File: config.mk
export PLATFORM = sky130hd
export DESIGN_NAME = sidk_queue
export DESIGN_NICKNAME = d
export VERILOG_FILES = /design/src/rtl/sidk_pkg.sv /design/src/rtl/sidk_queue.sv
export SDC_FILE = /design/constraint.sdc
export NUM_CORES = 1
export LEC_CHECK = 0
export BUFFER_PORTS_ARGS = -buffer_cell sky130_fd_sc_hd__buf_2
export CORE_MARGIN = 4
export CORE_UTILIZATION = 46
export CTS_CLUSTER_DIAMETER = 40
export CTS_CLUSTER_SIZE = 28
export DETAILED_ROUTE_END_ITERATION = 12
export PLACE_DENSITY = 0.72
export SETUP_SLACK_MARGIN = 0.2
export SKIP_LAST_GASP = 1
export SLEW_MARGIN = 20
export SYNTH_ARGS = -nofsm -noshare
export SYNTH_HDL_FRONTEND = slang
export SYNTH_SLANG_ARGS = --single-unit
File: constraint.sdc
create_clock -name clk_i -period 4.2 [get_ports clk_i]
set_clock_uncertainty 0.05 [all_clocks]
set_input_delay 0.42 -clock clk_i [delete_from_list [all_inputs] [get_ports clk_i]]
set_output_delay 0.42 -clock clk_i [all_outputs]
set_load 0.05 [all_outputs]
File: src/rtl/sidk_pkg.sv
// Shared types and constants of the softened inverse-distance kernel.
package sidk_pkg;

  localparam int IdxW    = 9;             // width of one cell index
  localparam int MaxHalf = 256;           // largest effective grid_half
  localparam int MW      = 20;            // width of 4*S+1
  localparam int TW      = 33;            // root estimate floor(2^32/sqrt(m))
  localparam int AW      = 53;            // running t*m
  localparam int PW      = 65;            // running t*t*m, up to 2^64
  localparam int SW      = 88;            // trial sum width
  localparam int NStage  = TW;            // one root bit per stage
  localparam int KernW   = 32;            // kernel_value width

  typedef struct packed {
    logic          err;  // some index at or beyond the doubled edge
    logic [MW-1:0] m;    // 4*S+1
  } item_t;

endpackage

File: src/rtl/sidk_queue.sv
// Two-entry queue between the front and the root pipeline.
module sidk_queue (
  input  logic            clk_i,
  input  logic            rst_ni,
  input  logic            push_i,
  output logic            push_ready_o,
  input  sidk_pkg::item_t push_item_i,
  output logic            pop_valid_o,
  input  logic            pop_i,
  output sidk_pkg::item_t pop_item_o
);

  sidk_pkg::item_t mem_q [2];
  logic            wr_q, rd_q;
  logic [1:0]      cnt_q;

  assign push_ready_o = (cnt_q != 2'd2);
  assign pop_valid_o  = (cnt_q != 2'd0);
  assign pop_item_o   = mem_q[rd_q];

  // Advance pointers and count.
  always_ff @(posedge clk_i or negedge rst_ni) begin
    if (!rst_ni) begin
      wr_q  <= 1'b0;
      rd_q  <= 1'b0;
      cnt_q <= 2'd0;
    end else begin
      if (push_i) wr_q <= !wr_q;
      if (pop_i)  rd_q <= !rd_q;
      cnt_q <= cnt_q + {1'b0, push_i} - {1'b0, pop_i};
    end
  end

  always_ff @(posedge clk_i) begin
    if (push_i) begin
      mem_q[wr_q] <= push_item_i;
    end
  end

endmodule

==> results.toml <==
[status]
status = "completed"

[floorplan]
die_x_um = 69.1
fp.coreArea_um2 = 3470
dieArea_um2 = 4780
row_count = 21
io_pins = 48
die_y_um = 69.1
initial_core_util_pct = 49.6

[yosys]
synth_cell_types = 12
synth_top_area_share_pct = 73.4
ys_seq_elements = 46
avgSynthCellArea_um2 = 21.5
yosysWarnings = 0
yosys.area.top_type = "edfxtp_1"
synth_area_um2 = 1720
synth_fp_nets = 107
synthCells = 80
synth_area_leaders = "edfxtp_1 (73%), mux2_2 (14%), dfrtp_1 (5.8%)"
yosysSeqAreaShare_pct = 79.2

[power]
power_density_nw_per_um2 = 782
comb_power_share_pct = 39.5
p_int_mw = 1.01
switchingPower_mw = 0.652
p_leak_nw = 0.829
pwr-share-clk_pct = 19.4
ir_worst_vdd_v = 0.000442
seq_power_share_pct = 41.1
swShare_pct = 39.3

[timing]
finalHoldViolCount = 0
rsz0062_at_grt = "false"
fmax_mhz = 425
fin_setup_tns_ns = 0
finalSetupViolations = 0
post-route-period-util_pct = 56.0
drv_slew = 0
fin_ws_ns = 1.85
max_slew.worst_pin.slew_ns = 1.06
min_period_ns = 2.35
relSlewSlack_pct = 28.7

[grt]
antenna_found_initial = 0
grt_use_met2_pct = 18.5
grt_overflow = 0
grt_pass1_vias = 938
top_usage_layer = "met2"
use_met1_pct = 13.6
grt_usage_pct = 11.4
grt_use_met3_pct = 4.07
grt_pass1_wl_um = 4240
grt_max_degree = 23

[min_path]
worstHoldPathType = "primary input to flip-flop"

[setup_path]
critPathRequiredTime_ns = 3.73
critPathArrivalTime_ns = 1.88
crit_path_start_kind = "flip-flop"
endpoint_kind = "output port"
path_class = "flip-flop to output port"
worstPathMaxFanout = 22

[routing]
drt_iter0_drc = 19
vias = 870
dr.pass1.iters = 2
post_drt_wl_per_cell_um = 14.3
drt_wl_total_um = 2580
drc = 0
vias_per_cell = 4.83
ant_nets = 0

[clock_tree]
htree_levels = 2
cts_root_buf = "clkbuf_8"
cts_resized = 0
cts_buffer_depth = 2
clk_latency_ns = 0.29
clk_transition_reported_paths_ns = 0.08
cts_tree = "done"
cts_buffers = 5
clock-sinks = 46

[placed_design]
io_buffer_count = 47
place_worst_setup_slack_ns = 2.15
gp_congestion = 0.718
hpwlAfterDp_um = 1780

[final_layout]
final_common_cell = "buf_2"
layout_common_cells = "buf_2 (47), edfxtp_1 (42), mux2_2 (21)"
syn_to_final_growth_pct = 23.2
antennaDiodeCount = 0
drive_gt1_share_pct = 57.5
final_nets = 160

[run]
drv_cap = 0
==> synthesized netlist by cell type (all sizes together) <==
library cell / count
buf: 2
nor2b: 1
dfrtp: 4
xor2: 2
and2: 1
xor3: 1
ha: 2
or2: 1
mux2: 21
inv: 2
nand2b: 1
edfxtp: 42
==> registers in the layout, summed over array words and instances, names as in the netlist <==
name   flops
rd_q       1
cnt_q      2
mem_q     42
wr_q       1
==> power by group through the flow <==
| stage | combinational, mW | clock (mW) | sequential (mW) |
|---|---|---|---|
| final | 0.655 | 0.322 | 0.681 |
| after global routing | 0.691 | 0.355 | 0.696 |
| after CTS | 0.663 | 0.331 | 0.684 |
| after detailed placement | 0.661 | 0 | 0.694 |
| after global placement | 0.657 | 0 | 0.687 |
| after floorplan | 0.579 | 0 | 0.649 |
==> stage by stage <==
step	power [mW]	hold slack, ns	utilization (%)	cell area, um^2	instances
floorplan	1.23	0.0744	-	1720	80
global placement	1.34	0.181	57.4	1990	171
detailed placement	1.35	0.185	57.4	1990	171
CTS	1.68	0.257	61.1	2120	180
global route	1.74	0.247	61.1	2120	180
finish	1.66	0.268	61.1	2120	180
==> layer usage <==
metal | routed length (um) | vias up
met3 | 169 | 4
met1 | 1140 | 421
met4 | 27 | 0
met2 | 1240 | 36
met5 | 0 | -
li1 | - | 409
==> critical path, cell delays in order, from the launching register on <==
cell and delay [ns]:
dfrtp_1 0.95, mux2_2 0.43, buf_2 0.21
==> what timing repair did <==
item,4_1_cts,5_1_grt
hold buffers,1,0
buffers inserted,0,0
hold endpoints to repair,4,0
==> final timing paths <==
path	from	end	slack, ns	depth (start not counted)
min reg2reg	wr_q	wr_q	0.46	1
max reg2reg	wr_q	mem_q[0][1]	2.51	1
min in group asynchronous	rst_ni	cnt_q[0]	0.41	2
max	rd_q	pop_item_o[18]	1.85	2
max in group asynchronous	rst_ni	cnt_q[1]	3.56	2
min	push_item_i[16]	mem_q[0][16]	0.27	1
==> cells by family (layout without fill, tap and decap cells) <==
| logic type | Yosys count | count (layout) | synth area share, % |
|---|---|---|---|
| multiplexers | 21 | 21 | 13.8 |
| AND/OR/NAND/NOR | 4 | 4 | 1.46 |
| buffers and inverters | 4 | 58 | 1.75 |
| XOR/XNOR | 3 | 3 | 2.40 |
| flip-flops | 46 | 46 | 79.2 |
| adder cells (fa/ha/maj) | 2 | 2 | 1.46 |
==> layout make-up <==
type / count / area [um^2]
sequential: 46 / 1360
fill: 285 / 1350
multi-input combinational: 30 / 330
timing repair buffer: 48 / 245
clock buffer: 7 / 86.3
tap: 46 / 57.6
clock inverter: 1 / 30.0
inverter: 2 / 7.51
No activity file was read; power rests on OpenSTA's default activity.
