$ cat config.mk
export PLATFORM = sky130hd
export DESIGN_NAME = sidk_front
export DESIGN_NICKNAME = d
export VERILOG_FILES = /design/src/rtl/sidk_pkg.sv /design/src/rtl/sidk_front.sv
export SDC_FILE = /design/constraint.sdc
export NUM_CORES = 1
export LEC_CHECK = 0
export ABC_AREA = 1
export BUFFER_PORTS_ARGS = -buffer_cell sky130_fd_sc_hd__buf_2
export CAP_MARGIN = 10
export CELL_PAD_IN_SITES_DETAIL_PLACEMENT = 1
export CELL_PAD_IN_SITES_GLOBAL_PLACEMENT = 1
export CORE_MARGIN = 2
export CORE_UTILIZATION = 48
export DETAILED_ROUTE_END_ITERATION = 8
export PLACE_DENSITY_LB_ADDON = 0.1
export SYNTH_ARGS = -nofsm -noshare
export SYNTH_HDL_FRONTEND = slang
export SYNTH_SLANG_ARGS = --single-unit
$ cat constraint.sdc
create_clock -name clk_i -period 16.35 [get_ports clk_i]
set_clock_uncertainty 0.15 [all_clocks]
set_input_delay 3.27 -clock clk_i [delete_from_list [all_inputs] [get_ports clk_i]]
set_output_delay 3.27 -clock clk_i [all_outputs]
set_load 0.05 [all_outputs]
$ cat src/rtl/sidk_pkg.sv
// Shared types and constants of the softened inverse-distance kernel.
package sidk_pkg;

  localparam int IdxW    = 9;             // width of one cell index
  localparam int MaxHalf = 256;           // largest effective grid_half
  localparam int MW      = 20;            // width of 4*S+1
  localparam int TW      = 33;            // root estimate floor(2^32/sqrt(m))
  localparam int AW      = 53;            // running t*m
  localparam int PW      = 65;            // running t*t*m, up to 2^64
  localparam int SW      = 88;            // trial sum width
  localparam int NStage  = TW;            // one root bit per stage
  localparam int KernW   = 32;            // kernel_value width

  typedef struct packed {
    logic          err;  // some index at or beyond the doubled edge
    logic [MW-1:0] m;    // 4*S+1
  } item_t;

endpackage

$ cat src/rtl/sidk_front.sv
// Front part: takes index triples, folds them and forms 4*S+1.
module sidk_front (
  input  logic                         clk_i,
  input  logic                         rst_ni,
  input  logic [sidk_pkg::IdxW-1:0]    grid_half_i,
  input  logic                         in_valid_i,
  output logic                         in_ready_o,
  input  logic [sidk_pkg::IdxW-1:0]    x_i,
  input  logic [sidk_pkg::IdxW-1:0]    y_i,
  input  logic [sidk_pkg::IdxW-1:0]    z_i,
  output logic                         push_o,
  input  logic                         push_ready_i,
  output sidk_pkg::item_t              item_o
);

  logic                      vld_q;
  logic [sidk_pkg::IdxW-1:0] x_q, y_q, z_q;
  logic [sidk_pkg::IdxW-1:0] half;
  logic [sidk_pkg::IdxW:0]   edge_len;
  logic                      ex, ey, ez;
  logic [sidk_pkg::IdxW-1:0] dx, dy, dz;
  logic [2*sidk_pkg::IdxW:0] ssum;

  // Fold one index to its wrap-around distance.
  function automatic logic [sidk_pkg::IdxW-1:0] fold(
    input logic [sidk_pkg::IdxW-1:0] i, input logic [sidk_pkg::IdxW:0] e);
    logic [sidk_pkg::IdxW:0] other;
    other = e - {1'b0, i};
    fold  = ({1'b0, i} <= other) ? i : other[sidk_pkg::IdxW-1:0];
  endfunction

  assign in_ready_o = !vld_q || push_ready_i;
  assign push_o     = vld_q && push_ready_i;

  // Hold the accepted word until the queue takes it.
  always_ff @(posedge clk_i or negedge rst_ni) begin
    if (!rst_ni) begin
      vld_q <= 1'b0;
    end else if (in_ready_o) begin
      vld_q <= in_valid_i;
    end
  end

  always_ff @(posedge clk_i) begin
    if (in_ready_o && in_valid_i) begin
      x_q <= x_i;
      y_q <= y_i;
      z_q <= z_i;
    end
  end

  // Saturate the half edge and classify the indices.
  assign half     = (grid_half_i > sidk_pkg::IdxW'(sidk_pkg::MaxHalf))
                    ? sidk_pkg::IdxW'(sidk_pkg::MaxHalf) : grid_half_i;
  assign edge_len = {half, 1'b0};
  assign ex       = {1'b0, x_q} >= edge_len;
  assign ey       = {1'b0, y_q} >= edge_len;
  assign ez       = {1'b0, z_q} >= edge_len;
  assign dx       = fold(x_q, edge_len);
  assign dy       = fold(y_q, edge_len);
  assign dz       = fold(z_q, edge_len);
  assign ssum     = (2*sidk_pkg::IdxW+1)'(dx) * (2*sidk_pkg::IdxW+1)'(dx)
                  + (2*sidk_pkg::IdxW+1)'(dy) * (2*sidk_pkg::IdxW+1)'(dy)
                  + (2*sidk_pkg::IdxW+1)'(dz) * (2*sidk_pkg::IdxW+1)'(dz);

  assign item_o.err = ex || ey || ez;
  assign item_o.m   = {ssum[sidk_pkg::MW-3:0], 2'b01};

endmodule

==> results.cfg <==
[drt]
drcViolationCount = 0
drt-total-wl_mm = 29.23
vias_per_cell = 5.146
dr.pass1.iters = 5
drt_iter0_drc = 327
ant_nets = 0
avgRoutedWirePerCell_um = 18.25
num_vias = 8238

[place]
place.gp.congestion = 0.9255
numPortBuffers = 60
place_hpwl_mm = 24.08

[clock_network]
clock_latency_ps = 280
cts_made_buffers = 3
root_buffer = clkbuf_16
cts_tree = done
clockBufferDepth = 2
cts_max_level = 1
path_clk_slew_ps = 80
cts.sinks = 28
hold_buffers = 0

[floorplan]
start_util_pct = 49.17
die_h_um = 145.4
rows = 51
dieArea_mm2 = 0.02115
fp.dieW_um = 145.4
core_area_mm2 = 0.01953
io_pins = 63

[worst_setup_path]
crit_path_end_kind = output pin
startpoint = grid_half_i[3]
reg2reg_to = y_q[2]
ff2ff_setup_slack_ps = 14910
reg2reg_from = vld_q
cp_slowest_cell = fa_1
crit_end = item_o[18]
required_ps = 12930
worstSetupPathType = primary input to output pin
arrival_ps = 12610
cp_max_fo = 6
cp-start-kind = primary input
max_stage_delay_ps = 530
r2r_cells = 2

[synth]
yosysTopAreaCellShare_pct = 33.78
synth_edf_count = 27
ys_seq_area_share_pct = 8.705
syn_nets = 1515
synthCells = 1188
syn_area_mm2 = 0.009602
synth_cell_type_count = 45
yosysWarnings = 0
yosys.cell_count.top_type = inv_1
synthTopCellsByCount = inv_1, nand2_1, fa_1
yosys_register_bits = 28
syn_area_per_cell_um2 = 8.082
synth-main-ff-cell = edfxtp_1
synthArstFlopShare_pct = 3.571
synth_area_leader_cell = fa_1
synth_area_leaders = fa_1, ha_1, inv_1

[grt]
met1_usage_pct = 32.18
grt_max_degree = 28
grt_pass1_wl_mm = 43.73
antenna_found_initial = 0
grtUsageTotal_pct = 26.06
grt_use_met2_pct = 49.93
overflow = 0
grt_pass1_vias = 8829
grt_use_met3_pct = 1.724
busiest_layer = met2

[cells_and_area]
drive_above_1_share_pct = 21.78
nets = 1664
area_delta_synth_final_pct = 19.52
antenna_cells = 0

[sta]
hold_viol = 0
tightest_slew_ps = 688.8
finalCritPeriodShare_pct = 98.03
tns_ps = 0
fin_crit_ps = 16030
holdWs_ps = 410.8
slew_violations = 0
setup_viol = 0
fmax_mhz = 62.39
slew_headroom_pct = 54.03

[min_path]
hold_path_class = flop to flop

[outcome]
status = complete, no violations

[run]
cap_viol_max_count = 0
[layout make-up]
class                   count  area (um^2)
inverters                 354         1349
flip-flops and latches     28        835.8
multi-input cells         800         7840
clock buffers               3        75.07
well taps                 265        331.6
fillers                  2457         8050
repair buffers            150         1015
clock inverters             1        30.03
[state kept, by name, summed over array words and instances (netlist names)]
name   count
vld_q      1
x_q        9
y_q        9
z_q        9
[worst min path at each step]
| stage | depth (start not counted) | startpoint | end | slack, ps |
|---|---|---|---|---|
| floorplan | 2 | vld_q | vld_q | 660 |
| global placement | 2 | vld_q | vld_q | 370 |
| detailed placement | 2 | vld_q | vld_q | 400 |
| CTS | 2 | vld_q | vld_q | 420 |
| global route | 2 | vld_q | vld_q | 470 |
| finish | 2 | vld_q | vld_q | 410 |
[per-layer routing]
metal	vias up	part of all wire (%)
met5	-	0
met4	0	3.1
met3	54	3.3
met2	184	53
met1	4163	40
li1	3837	-
[worst max-delay path, delay by kind of cell]
kind,cells,cell delay (ps)
AO/OA/AOI/OAI,5,720
adder cells (fa/ha/maj),10,4280
buffers and inverters,15,1520
AND/OR/NAND/NOR,21,2480
XOR/XNOR,2,330
[placed cells by master (no fill, tap or decap), types with 3 or more instances in the layout]
master | synthesis | layout
buf_6 | 2 | 5
nor3_1 | 5 | 4
o21ai_4 | 3 | 8
nor2_1 | 123 | 104
clkbuf_16 | 0 | 3
buf_2 | 1 | 57
nor2_4 | 1 | 7
ha_1 | 125 | 115
ha_4 | 0 | 8
o21ai_1 | 4 | 3
o21ai_0 | 12 | 9
buf_4 | 3 | 87
fa_2 | 0 | 3
edfxtp_1 | 27 | 27
nand3_1 | 32 | 30
xor2_2 | 1 | 6
xnor2_1 | 13 | 13
fa_1 | 162 | 159
o21ai_2 | 12 | 11
nand3_2 | 2 | 3
inv_2 | 15 | 16
a21oi_2 | 0 | 9
nand2_1 | 169 | 158
nand4_1 | 7 | 7
nand2_2 | 11 | 22
inv_1 | 336 | 330
a21o_1 | 3 | 3
nor2_2 | 8 | 21
inv_4 | 0 | 6
o21bai_1 | 5 | 5
a21oi_1 | 47 | 37
xor2_1 | 33 | 27
[repair_timing]
action	in CTS	in global routing
setup buffers	1	35
pin swaps	1	37
endpoints found under the hold margin	0	0
cloned	0	2
gates resized for setup	11	106
setup endpoints to repair	4	8
[stage by stage]
step                      std cells  utilization, %  setup WS, ps  cell area, um^2
after floorplan                1188               -         476.6             9602
after global routing           1601           58.77        -216.8            11480
after detailed placement       1559           54.27        -392.6            10600
after CTS                      1564           54.99         20.12            10740
final                          1601           58.77         322.8            11480
after global placement         1559           54.27        -62.19            10600
[logic make-up after synthesis]
| logic type | synth area share (%) |
|---|---|
| other | 0.07822 |
| AO/OA/AOI/OAI | 6.646 |
| adder cells (fa/ha/maj) | 50.07 |
| XOR/XNOR | 4.365 |
| buffers and inverters | 14.44 |
| flip-flops | 8.705 |
| AND/OR/NAND/NOR | 15.70 |
Power is not shown: default switching activity piles up to over one toggle a cycle in this logic, so the estimate is an artifact.
